===== src/design/kcl_pkg.sv =====
// shared types, key codes and helpers for the keypad combination lock
package kcl_pkg;

	localparam int ENTRY_W = 14;
	localparam int KEY_W   = 4;
	localparam int TRIES_W = 4;

	typedef logic [ENTRY_W-1:0] entry_t;
	typedef logic [KEY_W-1:0]   key_t;
	typedef logic [TRIES_W-1:0] tries_t;

	localparam key_t KEY_DIGIT_MIN = 4'd0;
	localparam key_t KEY_DIGIT_MAX = 4'd9;
	localparam key_t KEY_BACKSPACE = 4'd10;
	localparam key_t KEY_ENTER     = 4'd11;

	typedef enum logic [2:0] {
		OUT_NONE      = 3'd0,
		OUT_ACCEPTED  = 3'd1,
		OUT_REJECTED  = 3'd2,
		OUT_LOCKOUT   = 3'd3,
		OUT_ADMIN_OK  = 3'd4,
		OUT_ADMIN_BAD = 3'd5
	} outcome_t;

	typedef enum logic [1:0] {
		REG_USER_PASSWORD  = 2'd0,
		REG_ADMIN_PASSWORD = 2'd1,
		REG_MAX_TRIES      = 2'd2
	} reg_index_t;

	localparam tries_t MAX_TRIES_RESET = 4'd5;

	// reciprocal of ten, exact for every 14-bit dividend
	localparam int RECIP10       = 52429;
	localparam int RECIP10_SHIFT = 19;

	// largest entry value: 10^digits - 1, capped at the entry width
	function automatic longint entry_limit(input int digits);
		longint lim;
		lim = 1;
		for (int i = 0; i < digits; i++) begin
			lim = lim * 10;
		end
		lim = lim - 1;
		if (lim > (longint'(1) << ENTRY_W) - 1) begin
			lim = (longint'(1) << ENTRY_W) - 1;
		end
		return lim;
	endfunction

endpackage


===== src/design/keypad_combination_lock.sv =====
// Keypad combination lock: one key beat in, one result beat out. Each key is
// held in an input register, decoded against the entry, fail count and
// lockout state, and the result lands in an output register, so a key can
// be taken every cycle unless the output is stalled. The entry is limited
// to ENTRY_DIGITS decimal digits (and 14 bits); a digit that would overflow
// is dropped. Enter checks the user password in normal mode or the admin
// password while locked, and always clears the entry. Registers are
// written through the config channel, which is always ready; index 0 user
// password, 1 admin password, 2 try limit.
module keypad_combination_lock #(
	parameter int ENTRY_DIGITS = 4
) (
	input  logic                  clk,
	input  logic                  arst_n,
	input  logic                  in_valid,
	output logic                  in_stall,
	input  kcl_pkg::key_t         key_code,
	output logic                  out_valid,
	input  logic                  out_stall,
	output kcl_pkg::entry_t       entry_value,
	output kcl_pkg::outcome_t     outcome,
	output kcl_pkg::tries_t       wrong_count,
	output logic                  locked,
	input  logic                  cfg_valid,
	output logic                  cfg_ready,
	input  kcl_pkg::reg_index_t   cfg_index,
	input  kcl_pkg::entry_t       cfg_data
);
	import kcl_pkg::*;

	localparam entry_t EntryLimit = ENTRY_W'(entry_limit(ENTRY_DIGITS));
	localparam int     ProdW      = ENTRY_W + 4;
	localparam int     RecipW     = ENTRY_W + 16;

	entry_t   user_pw_q, admin_pw_q;
	tries_t   max_tries_q;
	entry_t   entry_q;
	tries_t   fails_q;
	logic     lock_q;

	logic     valid_s1;
	key_t     key_s1;

	logic     valid_s2;
	entry_t   entry_s2;
	outcome_t outcome_s2;
	tries_t   fails_s2;
	logic     lock_s2;

	logic     out_free, fire_s1, accept;

	entry_t         entry_d;
	tries_t         fails_d, fails_inc;
	logic           lock_d;
	outcome_t       outcome_d;
	logic [ProdW-1:0]  append;
	logic [RecipW-1:0] recip;
	entry_t         entry_div10;

	assign out_free  = !valid_s2 || !out_stall;
	assign fire_s1   = valid_s1 && out_free;
	assign in_stall  = valid_s1 && !out_free;
	assign accept    = in_valid && !in_stall;
	assign cfg_ready = 1'b1;

	always_ff @(posedge clk or negedge arst_n) begin
		if (!arst_n) begin
			user_pw_q   <= '0;
			admin_pw_q  <= '0;
			max_tries_q <= MAX_TRIES_RESET;
		end else if (cfg_valid) begin
			unique case (cfg_index)
				REG_USER_PASSWORD:  user_pw_q   <= cfg_data;
				REG_ADMIN_PASSWORD: admin_pw_q  <= cfg_data;
				REG_MAX_TRIES:      max_tries_q <= cfg_data[TRIES_W-1:0];
				default: ;
			endcase
		end
	end

	// datapath for the key sitting in the input register
	always_comb begin
		append      = ProdW'(entry_q) * ProdW'(10) + ProdW'(key_s1);
		recip       = RecipW'(entry_q) * RecipW'(RECIP10);
		entry_div10 = ENTRY_W'(recip >> RECIP10_SHIFT);
		fails_inc   = fails_q + tries_t'(1);
		entry_d     = entry_q;
		fails_d     = fails_q;
		lock_d      = lock_q;
		outcome_d   = OUT_NONE;
		case (key_s1) inside
			[KEY_DIGIT_MIN:KEY_DIGIT_MAX]: begin
				if (append <= ProdW'(EntryLimit)) begin
					entry_d = append[ENTRY_W-1:0];
				end
			end
			KEY_BACKSPACE: begin
				entry_d = entry_div10;
			end
			KEY_ENTER: begin
				entry_d = '0;
				if (lock_q) begin
					if (entry_q == admin_pw_q) begin
						lock_d    = 1'b0;
						outcome_d = OUT_ADMIN_OK;
					end else begin
						outcome_d = OUT_ADMIN_BAD;
					end
				end else if (entry_q == user_pw_q) begin
					fails_d   = '0;
					outcome_d = OUT_ACCEPTED;
				end else if (fails_inc >= max_tries_q) begin
					fails_d   = '0;
					lock_d    = 1'b1;
					outcome_d = OUT_LOCKOUT;
				end else begin
					fails_d   = fails_inc;
					outcome_d = OUT_REJECTED;
				end
			end
			default: ;
		endcase
	end

	always_ff @(posedge clk or negedge arst_n) begin
		if (!arst_n) begin
			valid_s1 <= 1'b0;
			valid_s2 <= 1'b0;
			entry_q  <= '0;
			fails_q  <= '0;
			lock_q   <= 1'b0;
		end else begin
			if (accept) begin
				valid_s1 <= 1'b1;
			end else if (fire_s1) begin
				valid_s1 <= 1'b0;
			end
			if (fire_s1) begin
				valid_s2 <= 1'b1;
				entry_q  <= entry_d;
				fails_q  <= fails_d;
				lock_q   <= lock_d;
			end else if (out_free) begin
				valid_s2 <= 1'b0;
			end
		end
	end

	always_ff @(posedge clk) begin
		if (accept) begin
			key_s1 <= key_code;
		end
		if (fire_s1) begin
			entry_s2   <= entry_d;
			outcome_s2 <= outcome_d;
			fails_s2   <= fails_d;
			lock_s2    <= lock_d;
		end
	end

	assign out_valid   = valid_s2;
	assign entry_value = entry_s2;
	assign outcome     = outcome_s2;
	assign wrong_count = fails_s2;
	assign locked      = lock_s2;

`ifndef SYNTHESIS
	// the fail count is always zero while locked out
	a_locked_no_fails: assert property (@(posedge clk) disable iff (!arst_n)
		out_valid && locked |-> wrong_count == '0)
		else $error("wrong count nonzero while locked");

	// lockout begun must leave the lock set, admin unlock must clear it
	a_lock_outcome: assert property (@(posedge clk) disable iff (!arst_n)
		out_valid && (outcome == OUT_LOCKOUT || outcome == OUT_ADMIN_OK)
		|-> locked == (outcome == OUT_LOCKOUT))
		else $error("lock flag disagrees with outcome");

	// any enter outcome clears the entry
	a_enter_clears: assert property (@(posedge clk) disable iff (!arst_n)
		out_valid && outcome != OUT_NONE |-> entry_value == '0)
		else $error("entry not cleared after enter");

	// entry never exceeds the digit limit
	a_entry_limit: assert property (@(posedge clk) disable iff (!arst_n)
		out_valid |-> entry_value <= EntryLimit)
		else $error("entry beyond digit limit");
`endif

endmodule


===== config.mk =====
export PLATFORM = sky130hd
export DESIGN_NAME = keypad_combination_lock
export DESIGN_NICKNAME = d
export VERILOG_FILES = /design/src/design/kcl_pkg.sv /design/src/design/keypad_combination_lock.sv
export SDC_FILE = /design/constraint.sdc
export NUM_CORES = 1
export LEC_CHECK = 0
export BUFFER_PORTS_ARGS = -buffer_cell sky130_fd_sc_hd__buf_2
export CORE_MARGIN = 2
export CORE_UTILIZATION = 40
export CTS_CLUSTER_SIZE = 16
export DETAILED_ROUTE_END_ITERATION = 16
export GPL_TIMING_DRIVEN = 0
export PLACE_DENSITY = 0.6
export SETUP_SLACK_MARGIN = 0.2
export SYNTH_ARGS = -nofsm -noshare
export SYNTH_HDL_FRONTEND = slang
export SYNTH_SLANG_ARGS = --single-unit

===== constraint.sdc =====
create_clock -name clk -period 18.3 [get_ports clk]
set_clock_uncertainty 0.15 [all_clocks]
set_input_delay 0.915 -clock clk [delete_from_list [all_inputs] [get_ports clk]]
set_output_delay 0.915 -clock clk [all_outputs]
set_load 0.05 [all_outputs]

==> reports/summary.txt <==
Count of unresolved DRC violations after routing -> 0
Weighted congestion at the end of routability-driven global placement -> 0.858
Worst reg2reg endpoint -> entry_value[4]$_DFFE_PP_
Post-cts repair resize count -> 0
Non-filler cells, final -> 1097
Worst path required time -> 18.23 ns
Final core utilization -> 0.454
Wire per inst -> 17.5 um
Filler instances -> 1884
Summed negative setup slack over all endpoints -> 0 ns
FF-to-FF path depth -> 22
# rows -> 51
Reported max-cap violation count -> 0
Sequential cell area -> 0.00211 mm^2
Net count of the finished layout -> 1037
Total clock sinks -> 79
Number of antenna violations at the first check in global routing -> 0
CTS tree -> done
Status -> complete, no violations
Slew HR -> 0.197
Ant. Diodes -> 0
I/O pins -> 50
Area of the core region -> 0.0196 mm^2
Number of detailed-routing iterations run before antenna repair -> 5
Clk buf depth -> 2
Worst Max-Slew Pin Slew -> 1.20 ns
Layout cells sized above 1 -> 0.139
Die outline area -> 0.0212 mm^2
Mean cell area of the mapped netlist -> 10.5 um^2
Crit end category -> register
Post-CTS Repair Setup Buffers -> 0
Clock tree root buffer cell -> sky130_fd_sc_hd__clkbuf_16
Synth top cells by count -> 130 x sky130_fd_sc_hd__ha_1, 104 x sky130_fd_sc_hd__inv_1, 55 x sky130_fd_sc_hd__fa_1
Timing-limited maximum frequency -> 0.143 GHz
Most frequently used flop master after synthesis -> sky130_fd_sc_hd__dfrtp_1
Leading post-synthesis cells by cell area -> sky130_fd_sc_hd__ha_1 20%, sky130_fd_sc_hd__dfrtp_1 16%, sky130_fd_sc_hd__fa_1 14%
Period utilization -> 0.382
Global-route wire length before repair -> 31300 um
Final setup violation count -> 0
Floorplan die height -> 146 um
GRT Util Overall -> 0.186
Via count of the first global-routing pass -> 5713
Flip-flop and latch count after synthesis -> 79
Category of the most critical setup path -> reg -> reg
Number of instances in the synthesized netlist -> 767
Setup crit start kind -> register
Biggest fanout along the worst timing path -> 6
Sink of the worst hold path -> out_valid$_DFFE_PN0P_
Reg-to-reg startpoint -> entry_q[6]$_DFFE_PN0P_
Worst min-delay path category -> reg -> reg
Number of input and output port buffers inserted -> 48
Total detailed-routing wirelength -> 19200 um
Hold buffers post-CTS -> 0
Hold depth -> 1
Cell area after technology mapping -> 0.00802 mm^2
Final ANT Viol Nets -> 0
Share of the synthesized area in the top cell type -> 0.203
Largest net degree at the start of global routing -> 54
Share of the yosys chip area belonging to registers -> 0.263
Via density per instance -> 5.25
Detailed placer's ending HPWL -> 15500 um
CP cell instances -> clkbuf_1 -> inv_1 -> ha_1 -> inv_1 -> fa_1 -> inv_1 -> fa_1 -> fa_1 -> inv_1 -> fa_1 -> ha_1 -> ha_1 -> a21o_1 -> a21o_1 -> o21ai_0 -> nand3_1 -> o21ai_0 -> nand2b_1 -> a21oi_1 -> xor2_1 -> nor2_1 -> a221o_1
Num CTS Buffers -> 9
H-tree depth -> 3
Horizontal extent of the die -> 146 um
Number of hold violations in the final report -> 0
Slowest cell on crit path -> sky130_fd_sc_hd__fa_1
Total placed cells including tap cells -> 1080
Vias post-DR -> 5759
Combined area of the multi-input logic cells -> 0.00545 mm^2
Insertion delay of the later-clocked pin in the worst-skew pair -> 0.34 ns
Arrival time worst endpoint -> 6.92 ns
Number of enable flip-flop cells after synthesis -> 26
Top cell type by total area after synthesis -> sky130_fd_sc_hd__ha_1
Post-synthesis to final-layout area growth -> 10.9%
Residual overflow from global routing -> 0
Number of violations reported at the end of detailed-routing iteration 0 -> 395
Worst Hold Launch -> valid_s1$_DFFE_PN0P_
Ys Warns -> 0
Final-report max-slew violation count -> 0
Delay contributed by the slowest stage of the critical path -> 0.53 ns
Number of unique standard cell types used by synthesis -> 72
RSZ-0062 raised after global routing -> false
Min cycle time layout -> 6.99 ns
Syn nets -> 977
Cell with the most instances after synthesis -> sky130_fd_sc_hd__ha_1
Clock transition at the registers of the reported paths -> 0.07 ns
Worst reg2reg setup slack -> 11.31 ns
Share of async-settable or async-resettable flops after synthesis -> 0.671
Initial Util -> 0.409
worst max-delay path: cells and delay by family (launching register included):
family                   cells  cell delay (ns)
adder cells (fa/ha/maj)      7             2.94
AO/OA/AOI/OAI                6             1.56
buffers and inverters        5             0.73
flip-flops                   1             0.52
AND/OR/NAND/NOR              3             0.46
XOR/XNOR                     1             0.37
worst max-delay path by stage:
stage | from | end | slack [ns] | cells past startpoint
2_1_floorplan | entry_q[12]$_DFFE_PN0P_ | entry_value[10]$_DFFE_PP_ | 12.27 | 21
3_3_place_gp | entry_q[6]$_DFFE_PN0P_ | entry_value[10]$_DFFE_PP_ | 11.34 | 22
5_1_grt | entry_q[6]$_DFFE_PN0P_ | entry_value[10]$_DFFE_PP_ | 11.03 | 22
4_1_cts | entry_q[6]$_DFFE_PN0P_ | entry_value[4]$_DFFE_PP_ | 11.33 | 22
6_report | entry_q[6]$_DFFE_PN0P_ | entry_value[4]$_DFFE_PP_ | 11.31 | 22
3_5_place_dp | entry_q[6]$_DFFE_PN0P_ | entry_value[4]$_DFFE_PP_ | 11.38 | 22
final cells by class:
class	count	area share
Buffer	14	0.00718
Multi-Input combinational cell	569	0.613
Tap cell	265	0.0373
Timing Repair Buffer	49	0.0293
Clock inverter	3	0.00211
Sequential cell	79	0.237
Clock buffer	13	0.0293
Inverter	105	0.0443
logic make-up (layout without fill, tap and decap cells):
group,count (synthesis),after routing,share of synthesized area
multiplexers,43,43,0.0595
AO/OA/AOI/OAI,132,132,0.119
AND/OR/NAND/NOR,148,148,0.0939
buffers and inverters,119,184,0.0570
XOR/XNOR,60,60,0.0665
adder cells (fa/ha/maj),185,185,0.340
flip-flops,79,79,0.263
other,1,1,0.000468
sequential cells by signal (all words and copies together), names as in the netlist, 3 cells and up:
| signal | cells |
|---|---|
| user_pw_q | 14 |
| entry_q | 14 |
| wrong_count | 4 |
| key_s1 | 4 |
| entry_value | 14 |
| outcome | 3 |
| admin_pw_q | 14 |
| max_tries_q | 4 |
| fails_q | 4 |
placed cells by master (no fill, tap or decap), types with 4 or more instances in the layout:
master,count
sky130_fd_sc_hd__a211oi_1,6
sky130_fd_sc_hd__a21o_1,16
sky130_fd_sc_hd__a21oi_1,21
sky130_fd_sc_hd__a221oi_1,9
sky130_fd_sc_hd__a22o_1,5
sky130_fd_sc_hd__a31oi_1,5
sky130_fd_sc_hd__a32oi_1,4
sky130_fd_sc_hd__and2_1,4
sky130_fd_sc_hd__and3_1,4
sky130_fd_sc_hd__buf_2,50
sky130_fd_sc_hd__clkbuf_1,11
sky130_fd_sc_hd__clkbuf_16,9
sky130_fd_sc_hd__dfrtp_1,51
sky130_fd_sc_hd__edfxtp_1,26
sky130_fd_sc_hd__fa_1,55
sky130_fd_sc_hd__ha_1,130
sky130_fd_sc_hd__inv_1,104
sky130_fd_sc_hd__mux2_2,33
sky130_fd_sc_hd__mux2i_1,9
sky130_fd_sc_hd__nand2_1,36
sky130_fd_sc_hd__nand2b_1,8
sky130_fd_sc_hd__nand3_1,18
sky130_fd_sc_hd__nand4_1,8
sky130_fd_sc_hd__nor2_1,22
sky130_fd_sc_hd__nor3_1,19
sky130_fd_sc_hd__nor4_1,5
sky130_fd_sc_hd__o21ai_0,22
sky130_fd_sc_hd__o31ai_1,4
sky130_fd_sc_hd__or3_1,6
sky130_fd_sc_hd__xnor2_1,28
sky130_fd_sc_hd__xor2_1,31
per-stage QoR:
stage	hold WS (ns)	area, um^2	setup WS (ns)
2_1_floorplan	0.307	8020	12.27
3_3_place_gp	0.334	8590	11.34
3_5_place_dp	0.341	8590	11.38
4_1_cts	0.347	8870	11.33
5_1_grt	0.377	8890	11.03
6_report	0.343	8890	11.31
metal layers:
metal  part of all wire  up-vias  global-route usage
met2               0.44      140               0.282
met5                  0        -                   0
met3              0.048       16              0.0335
li1                   -     2832                   -
met4              0.010        0              0.0348
met1               0.51     2771               0.282
Power is not shown: default switching activity piles up to over one toggle a cycle in this logic, so the estimate is an artifact.
